==> config.mk <==
export PLATFORM = sky130hd
export DESIGN_NAME = sfh_ctrl
export DESIGN_NICKNAME = d
export VERILOG_FILES = /design/src/rtl/segregated_fit_heap_allocator_assert.svh /design/src/rtl/sfh_pkg.sv /design/src/rtl/sfh_ctrl.sv
export SDC_FILE = /design/constraint.sdc
export NUM_CORES = 1
export LEC_CHECK = 0
export CORE_MARGIN = 4
export CORE_UTILIZATION = 63
export DETAILED_ROUTE_END_ITERATION = 7
export DONT_BUFFER_PORTS = 1
export GPL_ROUTABILITY_DRIVEN = 0
export PLACE_DENSITY = 0.79
export SLEW_MARGIN = 25
export SYNTH_ARGS = -nofsm -noshare
export SYNTH_HDL_FRONTEND = slang
export SYNTH_SLANG_ARGS = --single-unit
==> constraint.sdc <==
create_clock -name i_clk -period 2.1 [get_ports i_clk]
set_input_delay 0.42 -clock i_clk [delete_from_list [all_inputs] [get_ports i_clk]]
set_output_delay 0.42 -clock i_clk [all_outputs]
set_load 0.1 [all_outputs]
==> src/rtl/segregated_fit_heap_allocator_assert.svh <==
// assertion macros for the segregated fit heap allocator
`ifndef SEGREGATED_FIT_HEAP_ALLOCATOR_ASSERT_SVH
`define SEGREGATED_FIT_HEAP_ALLOCATOR_ASSERT_SVH

// same-cycle implication, sampled on i_clk, off while i_rst_n is low
`define SFH_ASSERT_IMPL(lbl, ante, cons) \
    lbl: assert property (@(posedge i_clk) disable iff (!i_rst_n) (ante) |-> (cons)) \
        else $error("sfh assertion failed");

// next-cycle implication, sampled on i_clk, off while i_rst_n is low
`define SFH_ASSERT_NEXT(lbl, ante, cons) \
    lbl: assert property (@(posedge i_clk) disable iff (!i_rst_n) (ante) |=> (cons)) \
        else $error("sfh assertion failed");

`endif

==> src/rtl/sfh_pkg.sv <==
// ----------------------------------------------------------------------------
// sfh_pkg
// constants, state codes, types and helpers shared by the heap allocator
// ----------------------------------------------------------------------------
package sfh_pkg;

    // arena geometry
    localparam int ARENA_BYTES  = 65536;
    localparam int ARENA_WORDS  = ARENA_BYTES / 8;
    localparam int ADDR_W       = 16;
    localparam int WIDX_W       = 13;
    localparam int BUCKET_COUNT = 16;
    localparam int BKT_W        = 4;
    localparam int SIZE_W       = 17;
    localparam int STEP_W       = 14;

    localparam logic [ADDR_W-1:0] BIT_ALLOC = 16'h0001;
    localparam logic [ADDR_W-1:0] BIT_PREV  = 16'h0002;
    localparam logic [ADDR_W-1:0] SZ_MASK   = 16'hFFFC;
    localparam logic [SIZE_W-1:0] MIN_SPLIT = 17'd32;
    localparam logic [ADDR_W-1:0] FIRST_BLK = 16'd24;
    localparam logic [ADDR_W-1:0] EPI_OFF   = 16'(ARENA_BYTES - 24);
    localparam logic [ADDR_W-1:0] FREE_SZ   = 16'(ARENA_BYTES - 48);
    localparam logic [ADDR_W-1:0] TAG_SZ    = 16'd24;
    localparam logic [STEP_W-1:0] MAX_STEPS = 14'(ARENA_WORDS);

    // result status codes
    localparam logic [1:0] ST_OK   = 2'd0;
    localparam logic [1:0] ST_OOM  = 2'd1;
    localparam logic [1:0] ST_ZERO = 2'd2;
    localparam logic [1:0] ST_IGN  = 2'd3;

    // sequencer state codes, also the datapath step command
    typedef logic [5:0] t_state;
    localparam t_state S_CLR   = 6'd0;
    localparam t_state S_INIT0 = 6'd1;
    localparam t_state S_INIT1 = 6'd2;
    localparam t_state S_INIT2 = 6'd3;
    localparam t_state S_INIT3 = 6'd4;
    localparam t_state S_IDLE  = 6'd5;
    localparam t_state S_FHEAD = 6'd6;
    localparam t_state S_FH    = 6'd7;
    localparam t_state S_FN    = 6'd8;
    localparam t_state S_U0    = 6'd9;
    localparam t_state S_U1    = 6'd10;
    localparam t_state S_U2    = 6'd11;
    localparam t_state S_U3    = 6'd12;
    localparam t_state S_U4    = 6'd13;
    localparam t_state S_ARD   = 6'd14;
    localparam t_state S_AH    = 6'd15;
    localparam t_state S_SH    = 6'd16;
    localparam t_state S_SF    = 6'd17;
    localparam t_state S_NR    = 6'd18;
    localparam t_state S_NH    = 6'd19;
    localparam t_state S_NF    = 6'd20;
    localparam t_state S_M0    = 6'd21;
    localparam t_state S_M1    = 6'd22;
    localparam t_state S_M2    = 6'd23;
    localparam t_state S_M3    = 6'd24;
    localparam t_state S_M4    = 6'd25;
    localparam t_state S_M5    = 6'd26;
    localparam t_state S_M6    = 6'd27;
    localparam t_state S_M7    = 6'd28;
    localparam t_state S_M8    = 6'd29;
    localparam t_state S_L0    = 6'd30;
    localparam t_state S_L1    = 6'd31;
    localparam t_state S_L2    = 6'd32;
    localparam t_state S_WCHK  = 6'd33;
    localparam t_state S_WS    = 6'd34;
    localparam t_state S_WT    = 6'd35;
    localparam t_state S_WTF   = 6'd36;
    localparam t_state S_DONE  = 6'd37;

    // controller to datapath
    typedef struct packed {
        t_state op;
        logic   load;
        logic   push;
    } t_cmd;

    // datapath to controller
    typedef struct packed {
        logic in_free;
        logic in_zero;
        logic in_null;
        logic is_free;
        logic clr_last;
        logic head_go;
        logic bkt_last;
        logic fit;
        logic next_go;
        logic no_split;
        logic rd_bit0;
        logic rd_bit1;
        logic mb_epi;
        logic cur_end;
        logic cur_hit;
        logic step_bad;
    } t_flags;

    // one result word
    typedef struct packed {
        logic [1:0]        status;
        logic [ADDR_W-1:0] paddr;
        logic [SIZE_W-1:0] bytes;
    } t_result;

    // size field of a tag word
    function automatic logic [ADDR_W-1:0] sz(input logic [ADDR_W-1:0] h);
        return h & SZ_MASK;
    endfunction

    // word index of a byte offset, wraps modulo the arena
    function automatic logic [WIDX_W-1:0] wi(input logic [ADDR_W-1:0] b);
        return b[ADDR_W-1:3];
    endfunction

    // free-list bucket of a block size
    function automatic logic [BKT_W-1:0] bucket_of(input logic [SIZE_W-1:0] s);
        logic [4:0] msb;
        msb = 5'd0;
        for (int i = 0; i < SIZE_W; i++) begin
            if (s[i]) msb = 5'(i);
        end
        if (s <= 17'd32) return '0;
        if (msb <= 5'd5) return '0;
        if ((msb - 5'd5) >= 5'(BUCKET_COUNT - 1)) return BKT_W'(BUCKET_COUNT - 1);
        return BKT_W'(msb - 5'd5);
    endfunction

    localparam logic [BKT_W-1:0] FIRST_BKT = bucket_of({1'b0, FREE_SZ});

endpackage

==> src/rtl/sfh_ctrl.sv <==
// ----------------------------------------------------------------------------
// sfh_ctrl
// sequencer: walks the allocate, free, unlink, merge and link-in steps
// ----------------------------------------------------------------------------
module sfh_ctrl (
    input  logic          i_clk,
    input  logic          i_rst_n,
    input  logic          i_in_valid,
    input  logic          i_out_free,
    input  sfh_pkg::t_flags i_flags,
    output sfh_pkg::t_cmd   o_cmd,
    output logic          o_in_ready
);
    import sfh_pkg::*;

    t_state r_state, n_state;
    t_state r_ret, n_ret;
    logic   accept;

    assign o_in_ready = (r_state == S_IDLE);
    assign accept     = o_in_ready && i_in_valid;

    // step command to the datapath
    always_comb begin
        o_cmd.op   = r_state;
        o_cmd.load = accept;
        o_cmd.push = (r_state == S_DONE) && i_out_free;
    end

    // next state
    always_comb begin
        n_state = r_state;
        n_ret   = r_ret;
        case (r_state)
            S_CLR:   if (i_flags.clr_last) n_state = S_INIT0;
            S_INIT0: n_state = S_INIT1;
            S_INIT1: n_state = S_INIT2;
            S_INIT2: n_state = S_INIT3;
            S_INIT3: n_state = S_IDLE;
            S_IDLE: begin
                if (accept) begin
                    if (!i_flags.in_free) n_state = i_flags.in_zero ? S_DONE : S_FHEAD;
                    else                  n_state = i_flags.in_null ? S_DONE : S_WCHK;
                end
            end
            S_FHEAD: begin
                if (i_flags.head_go)       n_state = S_FH;
                else if (i_flags.bkt_last) n_state = S_DONE;
            end
            S_FH: begin
                if (i_flags.fit) begin
                    n_state = S_U0;
                    n_ret   = S_ARD;
                end else begin
                    n_state = S_FN;
                end
            end
            S_FN: begin
                if (i_flags.next_go)       n_state = S_FH;
                else if (i_flags.bkt_last) n_state = S_DONE;
                else                       n_state = S_FHEAD;
            end
            S_U0:  n_state = S_U1;
            S_U1:  n_state = S_U2;
            S_U2:  n_state = S_U3;
            S_U3:  n_state = S_U4;
            S_U4:  n_state = r_ret;
            S_ARD: n_state = S_AH;
            S_AH:  n_state = i_flags.no_split ? S_NR : S_SH;
            S_SH:  n_state = S_SF;
            S_SF:  n_state = S_M0;
            S_NR:  n_state = S_NH;
            S_NH: begin
                if (!i_flags.rd_bit0)     n_state = S_NF;
                else if (i_flags.is_free) n_state = S_M0;
                else                      n_state = S_DONE;
            end
            S_NF:  n_state = i_flags.is_free ? S_M0 : S_DONE;
            S_M0:  n_state = S_M1;
            S_M1:  n_state = i_flags.rd_bit1 ? S_M4 : S_M2;
            S_M2:  n_state = S_M3;
            S_M3: begin
                n_state = S_U0;
                n_ret   = S_M4;
            end
            S_M4:  n_state = i_flags.mb_epi ? S_M6 : S_M5;
            S_M5: begin
                if (!i_flags.rd_bit0) begin
                    n_state = S_U0;
                    n_ret   = S_M6;
                end else begin
                    n_state = S_M6;
                end
            end
            S_M6:  n_state = S_M7;
            S_M7:  n_state = S_M8;
            S_M8:  n_state = S_L0;
            S_L0:  n_state = S_L1;
            S_L1:  n_state = S_L2;
            S_L2:  n_state = S_DONE;
            S_WCHK: begin
                if (i_flags.cur_end)      n_state = S_DONE;
                else if (i_flags.cur_hit) n_state = S_WT;
                else                      n_state = S_WS;
            end
            S_WS:  n_state = i_flags.step_bad ? S_DONE : S_WCHK;
            S_WT:  n_state = i_flags.rd_bit0 ? S_WTF : S_DONE;
            S_WTF: n_state = S_NR;
            S_DONE: if (i_out_free) n_state = S_IDLE;
            default: n_state = S_IDLE;
        endcase
    end

    // state registers
    always_ff @(posedge i_clk) begin
        if (!i_rst_n) begin
            r_state <= S_CLR;
            r_ret   <= S_IDLE;
        end else begin
            r_state <= n_state;
            r_ret   <= n_ret;
        end
    end

endmodule

==> flow_summary.ini, run 1 <==
[status]
outcome = complete, no violations

[clocking]
cts_setup_buffers = 0
clkSinkCount = 11
clkLatencyLatePin_ns = 0.28
cts_max_level = 1
numCtsBuffers = 3
cts-root-buf = clkbuf_4
clock_path_buffers = 2
cts_tree = done
clkTransAtPathRegs_ns = 0.07

[placement]
placed_cell_area_um2 = 1330
io_buffers = 0
dpl.hpwl_um = 2780

[sta]
fmax_mhz = 499
slew_headroom_pct = 66.2
min_period_ns = 2.01
finalCritPeriodShare_pct = 95.5
fin_worst_skew_ns = 0.00338
timing.hold.ws_ns = 0.235
tightest_slew_ns = 0.500
setup_viol = 0
grt_setup_unrepaired = false
hold_viol = 0
slew_viol_final = 0
fin_setup_tns_ns = 0

[pwr]
leakage_nw = 0.506
p_total_mw = 1.40
p_per_area_nw_per_um2 = 1010
ir_drop_mv = 1.25

[worst_hold_path]
hp-start = i_rst_n
hp-class = input pin to flop
min_path_cells = 1
holdPathEnd = r_ret[2]$_SDFFE_PN1P_

[route]
vias = 1466
final_antenna_net_count = 0
wl_um = 3800
dr.pass1.iters = 5
drtIter0Drc = 85
vias_per_cell = 7.19
drc = 0
wl_per_cell_um = 18.6

[global_route]
grt_pass1_vias = 1345
grt_max_degree = 21
grt_util_all_layers_pct = 31.7
grt_pass1_wl_um = 6440
antenna_found_initial = 0
grt-ovfl-total = 0

[floorplanning]
die_h_um = 52.0
core_area_um2 = 1780
die_area_um2 = 2700
start_util_pct = 68.4
row_count = 15
ios = 29
die_w_um = 52.0

[worst_setup_path]
end_kind = output port
cp-start-kind = flop
crit_slowest_cell = and4_4
crit_family = simple AND/OR/NAND/NOR gates
r2r-end = r_state[1]$_SDFFE_PN0P_
max_stage_delay_ns = 0.49
reg2reg_from = r_state[4]$_SDFFE_PN0P_
ff2ff_path_depth = 5
crit_buf_inv = 0
r2r_slack_ns = 0.17
path_cells = nor4b_4 -> and4_4
crit_fanout = 20
worst_ep_required_time_ns = 1.68
crit_arrival_ns = 1.59
worst-setup-path-type = flop to output port

[finish]
num_antenna_cells = 0
final_area_um2 = 1390
post-route-util_pct = 77.7
drive_above_1_share_pct = 20.1
syn_to_final_growth_pct = 13.5
layout.nets = 200

[synth]
yosys.area_share.xor_xnor_pct = 0
synthTopCellsByArea = dfxtp_1, nor2b_1, o21ai_0, nor2_1, a21oi_1
yosys.area_share.simple_pct = 42.7
ys.flop_type = dfxtp_1
syn_area_um2 = 1220
yosysWarnings = 0
synth_seq_cells = 11
synth.top_cell.area_share_pct = 18.1
syn_inst = 178
synth-edff-count = 0
synth_top_area_cell = dfxtp_1
synth_area_per_cell_um2 = 6.85
synth_common_cells = nor2_1, nand2_1, clkbuf_1, o21ai_0, a21oi_1
synth-compound-area-share_pct = 31.3
synth_nets = 198
yosysSeqAreaShare_pct = 18.1
ys_types = 47
synth_top_family_by_area = simple AND/OR/NAND/NOR gates
muxShareOfSynthArea_pct = 0.821
synth.most_common_cell = nor2_1
synth-adder-area-share_pct = 0
synthArstFlopShare_pct = 0

[job]
drv_cap = 0
==> worst max-delay path by stage <==
| stage | slack (ns) | depth (start not counted) | end | from |
|---|---|---|---|---|
| 2_1_floorplan | 0.01 | 7 | r_state[1]$_SDFFE_PN0P_ | r_state[4]$_SDFFE_PN0P_ |
| 5_1_grt | 0.008 | 2 | o_cmd[0] | r_state[0]$_SDFFE_PN0P_ |
| 3_5_place_dp | 0.20 | 5 | r_ret[2]$_SDFFE_PN1P_ | r_state[3]$_SDFFE_PN0P_ |
| 3_3_place_gp | 0.26 | 5 | r_state[2]$_SDFFE_PN0P_ | r_state[0]$_SDFFE_PN0P_ |
| 6_report | 0.09 | 2 | o_cmd[0] | r_state[4]$_SDFFE_PN0P_ |
| 4_1_cts | 0.01 | 4 | o_cmd[1] | r_state[2]$_SDFFE_PN0P_ |
==> layout by cell type, fill, tap and decap left out, types with 3 or more instances in the layout <==
master | Yosys | routed
nand2_1 | 15 | 15
nor2b_1 | 11 | 9
dfxtp_1 | 11 | 5
nor3b_1 | 4 | 4
inv_1 | 3 | 3
nor4_1 | 3 | 3
buf_4 | 1 | 12
nand3b_1 | 4 | 4
a211oi_1 | 3 | 3
nand2b_1 | 5 | 5
o21ai_0 | 13 | 13
and3_1 | 6 | 6
o31a_1 | 3 | 3
nand4_1 | 3 | 3
a32oi_1 | 3 | 3
dfxtp_4 | 0 | 4
a31oi_1 | 6 | 5
nand3_1 | 5 | 5
nor2_1 | 17 | 17
a21oi_1 | 12 | 12
clkbuf_4 | 0 | 3
==> cells by family (layout without fill, tap and decap cells) <==
kind of cell           count (synthesis)  count (layout)
multiplexers                           1               1
flip-flops                            11              11
AND/OR/NAND/NOR                       90              90
AO/OA/AOI/OAI                         56              56
buffers and inverters                 20              21
==> final cells by class <==
class	count	area, um2
multi-input cells	147	948
fillers	133	398
flip-flops and latches	11	238
repair buffers	14	130
well taps	25	31.3
clock buffers	4	26.3
inverters	3	11.3
==> power by group <==
part           internal [mW]  switching, mW  leakage, nW  total, mW
clock                 0.0738         0.0795       0.0150      0.153
combinational          0.329          0.585        0.398      0.914
sequential             0.245         0.0926       0.0931      0.338
==> registers in the layout, summed over array words and instances, names as in the netlist <==
register and count:
r_ret 5, r_state 6
==> metal layers <==
layer	part of all wire (%)	global-route usage, %	vias up
met2	46	48.1	120
li1	-	-	674
met3	12	5.44	17
met4	3.6	14.8	0
met1	38	43.0	655
met5	0	0	-
==> metrics by stage <==
stage / worst slack (ns) / instances
2_1_floorplan: 0.00997 / 178
3_3_place_gp: 0.256 / 200
3_5_place_dp: 0.196 / 200
4_1_cts: 0.0131 / 204
5_1_grt: 0.00776 / 204
6_report: 0.0944 / 204
==> what timing repair did <==
item                       in CTS  in global routing
pin swaps                       1                  0
gates resized for setup         1                  4
hold buffers                    0                  0
setup endpoints to repair       1                  4
Note: power is estimated with default switching activity, not from simulation.
==> run 2: changes to the inputs <==
==> constraint.sdc (replaced) <==
create_clock -name i_clk -period 2.1 [get_ports i_clk]
set_input_delay 0.42 -clock i_clk [delete_from_list [all_inputs] [get_ports i_clk]]
set_output_delay 0.42 -clock i_clk [all_outputs]
set_load 0.01 [all_outputs]
==> run 2 against run 1 <==
Compared with the run above: sequential cell count unchanged; fmax up 1.9%; die area unchanged; total power down 16%; combinational power down 20%.
==> flow_summary.ini, run 2 (synthesis results as in run 1) <==
[status]
outcome = complete, no violations

[sta]
fmax_mhz = 508
fin_setup_tns_ns = 0
slew_viol_final = 0
hold_viol = 0
fin_worst_skew_ns = 0.00986
slew_headroom_pct = 68.9
finalCritPeriodShare_pct = 93.8
tightest_slew_ns = 0.459
min_period_ns = 1.97
grt_setup_unrepaired = false
setup_viol = 0

[floorplanning]
start_util_pct = 68.4
die_h_um = 52.0
die_w_um = 52.0
ios = 29
die_area_um2 = 2700
row_count = 15
core_area_um2 = 1780

[worst_setup_path]
worst-setup-path-type = flop to output port
ff2ff_path_depth = 5
r2r_slack_ns = 0.14
reg2reg_from = r_state[5]$_SDFFE_PN0P_
worst_ep_required_time_ns = 1.68
r2r-end = r_state[2]$_SDFFE_PN0P_
crit_arrival_ns = 1.55
cp-start-kind = flop
crit_fanout = 20
end_kind = output port

[clocking]
cts-root-buf = clkbuf_4
numCtsBuffers = 3
clkTransAtPathRegs_ns = 0.08
clock_path_buffers = 2
cts_tree = done
clkSinkCount = 11
hold_buffers = 0
clkLatencyLatePin_ns = 0.28
cts_max_level = 1

[finish]
num_antenna_cells = 0
area.sequential_um2 = 221
n_fill_cell = 147
largest_registers = r_state x6, r_ret x5
largest_reg_flops = 6
layout_common_cells = nor2_1, buf_4, nand2_1
final_area_um2 = 1330
syn_to_final_growth_pct = 9.13
multiInputGateArea_um2 = 912
layout.nets = 203
drive_above_1_share_pct = 15.9
largest-register = r_state

[pwr]
leakage_nw = 0.505
ir_drop_mv = 0.427
p_per_area_nw_per_um2 = 884

[worst_hold_path]
min_path_cells = 1
hp-start = i_rst_n
hp-class = input pin to flop
holdPathEnd = r_ret[2]$_SDFFE_PN1P_

[global_route]
grt_util_all_layers_pct = 30.6
grt_pass1_vias = 1299
grt_max_degree = 23
antenna_found_initial = 0
grt-ovfl-total = 0
grt_pass1_wl_um = 6150

[route]
final_antenna_net_count = 0
drtIter0Drc = 165
vias = 1455
dr.pass1.iters = 5
wl_um = 3890
vias_per_cell = 7.03
drc = 0
wl_per_cell_um = 18.8

[placement]
io_buffers = 0
dpl.hpwl_um = 2840
placed_cell_area_um2 = 1300

[job]
drv_cap = 0
[run 2: cell count changes in the layout (fill, tap and decap cells not counted), moves of 2 or more]
| cell | delta |
|---|---|
| buf_12 | -2 |
| buf_4 | +5 |
| dfxtp_1 | +5 |
| dfxtp_4 | -4 |
| nor2b_1 | +2 |
[run 2: critical path, stage by stage (launching register included)]
cell and delay [ns]:
dfxtp_1 0.44, buf_4 0.27, nor2b_1 0.29, and2_1 0.27
[run 2: per-layer routing]
layer  track usage [%]  vias up  routed length, um  part of all wire (%)
li1                  -      675                  -                     -
met1              40.8      637               1530                    39
met2              45.8      122               1720                    44
met3              8.60       21                494                    13
met4              12.2        0                140                   3.6
met5                 0        -                  0                     0
[run 2: worst max-delay path by stage]
| stage | from | to | slack, ns |
|---|---|---|---|
| floorplan | r_state[0]$_SDFFE_PN0P_ | r_state[5]$_SDFFE_PN0P_ | 0.23 |
| global placement | r_state[5]$_SDFFE_PN0P_ | r_state[2]$_SDFFE_PN0P_ | 0.22 |
| detailed placement | r_state[5]$_SDFFE_PN0P_ | r_state[2]$_SDFFE_PN0P_ | 0.19 |
| CTS | r_state[0]$_SDFFE_PN0P_ | o_cmd[0] | 0.04 |
| global route | r_state[2]$_SDFFE_PN0P_ | o_in_ready | 0.04 |
| finish | r_state[2]$_SDFFE_PN0P_ | o_in_ready | 0.13 |
[run 2: power breakdown]
| group | switching, mW | internal [mW] |
|---|---|---|
| clock network | 0.0770 | 0.0707 |
| logic | 0.409 | 0.320 |
| registers | 0.0626 | 0.237 |
[run 2: area by class of cell]
class	instances	share of cell area, %
Clock buffer	3	1.69
Clock inverter	1	0.376
Inverter	3	0.846
Multi-Input combinational cell	147	68.5
Sequential cell	11	16.6
Tap cell	25	2.35
Timing Repair Buffer	17	9.59
[run 2: timing repair]
item	4_1_cts	5_1_grt
buffers inserted	0	0
resized for setup	0	1
setup endpoints to repair	0	3
[run 2: through the flow]
step / cells / setup WS (ns) / util [%] / hold slack, ns / power, mW
CTS: 207 / 0.0372 / 74.6 / 0.213 / 1.15
global route: 207 / 0.0402 / 74.7 / 0.219 / 1.25
global placement: 203 / 0.224 / 73.1 / 0.486 / 0.985
detailed placement: 203 / 0.195 / 73.1 / 0.498 / 0.998
finish: 207 / 0.131 / 74.7 / 0.216 / 1.18
floorplan: 178 / 0.229 / - / 0.433 / 0.796
==> run 3: changes to the inputs <==
- CTS_BUF_LIST: default -> sky130_fd_sc_hd__clkbuf_16
==> run 3 against run 2 <==
Compared with the run above: routed wire length is 2.2% higher; combinational power increased by 0.8%; fmax decreased by 0.48%; clock skew decreased by 0.0075 ns; register-to-register slack worse by 0.02 ns; first-iteration DRC count down 30%; critical path depth grew 2; critical path type is now flop to flop; critical endpoint is now r_state[2]$_SDFFE_PN0P_; largest cell class unchanged; largest power group unchanged.
==> flow_summary.ini, run 3 (synthesis results as in run 1) <==
[global_route]
grt_pass1_vias = 1296
grt_util_all_layers_pct = 31.8
grt_pass1_wl_um = 6270
antenna_found_initial = 0
grt_max_degree = 23
grt-ovfl-total = 0

[worst_setup_path]
reg2reg_from = r_state[5]$_SDFFE_PN0P_
worst-setup-path-type = flop to flop
endpoint = r_state[2]$_SDFFE_PN0P_
crit_fanout = 7
worstSetupStartpoint = r_state[5]$_SDFFE_PN0P_
worst_ep_required_time_ns = 2.27
max_stage_delay_ns = 0.59
crit_arrival_ns = 2.15
end_kind = flop
r2r-end = r_state[2]$_SDFFE_PN0P_
path_cells = or4_4 -> or4_4 -> o311a_4 -> nor3b_1 -> a31oi_1
ff2ff_path_depth = 5
cp-start-kind = flop
crit_slowest_cell = or4_4
path_common_cell = or4_4
r2r_slack_ns = 0.12

[placement]
dpl.hpwl_um = 2840
dp_slack_ns = 0.195
placed_cell_area_um2 = 1300
io_buffers = 0

[sta]
hold_viol = 0
setup_viol = 0
timing.hold.ws_ns = 0.254
tightest_slew_ns = 0.465
slew_viol_final = 0
fmax_mhz = 505
grt_setup_unrepaired = false
slew_headroom_pct = 68.5
fin_worst_skew_ns = 0.00234
min_period_ns = 1.98
finalCritPeriodShare_pct = 94.2
fin_setup_tns_ns = 0
setup_slack_ns = 0.121

[route]
drc = 0
final_antenna_net_count = 0
dr.pass1.iters = 4
wl_um = 3970
drtIter0Drc = 115
wl_per_cell_um = 19.2
vias = 1487
vias_per_cell = 7.18

[clocking]
numCtsBuffers = 3
clock_path_buffers = 2
clkLatencyLatePin_ns = 0.24
clkTransAtPathRegs_ns = 0.04
cts-root-buf = clkbuf_16
hold_buffers = 0
cts_tree = done
cts_setup_buffers = 0
cts_max_level = 1
cts_resized = 0
clkSinkCount = 11

[floorplanning]
die_w_um = 52.0
core_area_um2 = 1780
die_area_um2 = 2700
ios = 29
die_h_um = 52.0
start_util_pct = 68.4
row_count = 15

[finish]
num_antenna_cells = 0
layout.nets = 203
syn_to_final_growth_pct = 13.4
largest_reg_flops = 6
largest-register = r_state
final_area_um2 = 1380
largest_registers = r_state x6, r_ret x5
layout_common_cells = nor2_1, buf_4, nand2_1
drive_above_1_share_pct = 15.9
n_fill_cell = 147

[pwr]
ir_drop_mv = 0.561
p_per_area_nw_per_um2 = 1000
p_total_mw = 1.39
leakage_nw = 0.528

[job]
drv_cap = 0

[status]
outcome = complete, no violations

[worst_hold_path]
hp-class = input pin to flop
==> run 3: routing by layer <==
metal / routed length, um / track usage, % / share of wire, %
met5: 0 / 0 / 0
met4: 141 / 12.7 / 3.5
met3: 514 / 9.74 / 13
met2: 1800 / 49.0 / 45
met1: 1520 / 40.8 / 38
==> run 3: power by group <==
part	internal, mW	switching (mW)
registers	0.238	0.0630
clock network	0.253	0.101
logic	0.320	0.415
==> run 3: worst max-delay path, delay by kind of cell (launching register included) <==
| kind | cells | cell delay [ns] |
|---|---|---|
| DFF | 1 | 0.39 |
| AOI/OAI and AO/OA | 2 | 0.32 |
| and+or+nand+nor | 3 | 1.20 |
==> run 3: worst min path at each step <==
stage                                     start               endpoint  slack (ns)  depth (start not counted)
final                                   i_rst_n  r_ret[2]$_SDFFE_PN1P_        0.25                          1
after global routing                    i_rst_n  r_ret[2]$_SDFFE_PN1P_        0.27                          1
after CTS                               i_rst_n  r_ret[2]$_SDFFE_PN1P_        0.25                          1
after detailed placement  r_ret[1]$_SDFFE_PN0P_  r_ret[1]$_SDFFE_PN0P_        0.50                          1
after global placement    r_ret[0]$_SDFFE_PN1P_  r_ret[0]$_SDFFE_PN1P_        0.49                          2
after floorplan           r_ret[3]$_SDFFE_PN0P_  r_ret[3]$_SDFFE_PN0P_        0.43                          1
==> run 3: metrics by stage <==
| step | utilization, % | instances |
|---|---|---|
| after floorplan | - | 178 |
| after global placement | 73.1 | 203 |
| after detailed placement | 73.1 | 203 |
| after CTS | 77.5 | 207 |
| after global routing | 77.6 | 207 |
| final | 77.6 | 207 |
==> run 3: area by class of cell <==
cell class                      count  area (um2)  area share (%)
Clock inverter                      1        5.00           0.362
Tap cell                           25        31.3            2.26
Inverter                            3        11.3           0.814
Multi-Input combinational cell    147         912            65.9
Timing Repair Buffer               17         128            9.22
Clock buffer                        3        75.1            5.42
Sequential cell                    11         221            16.0
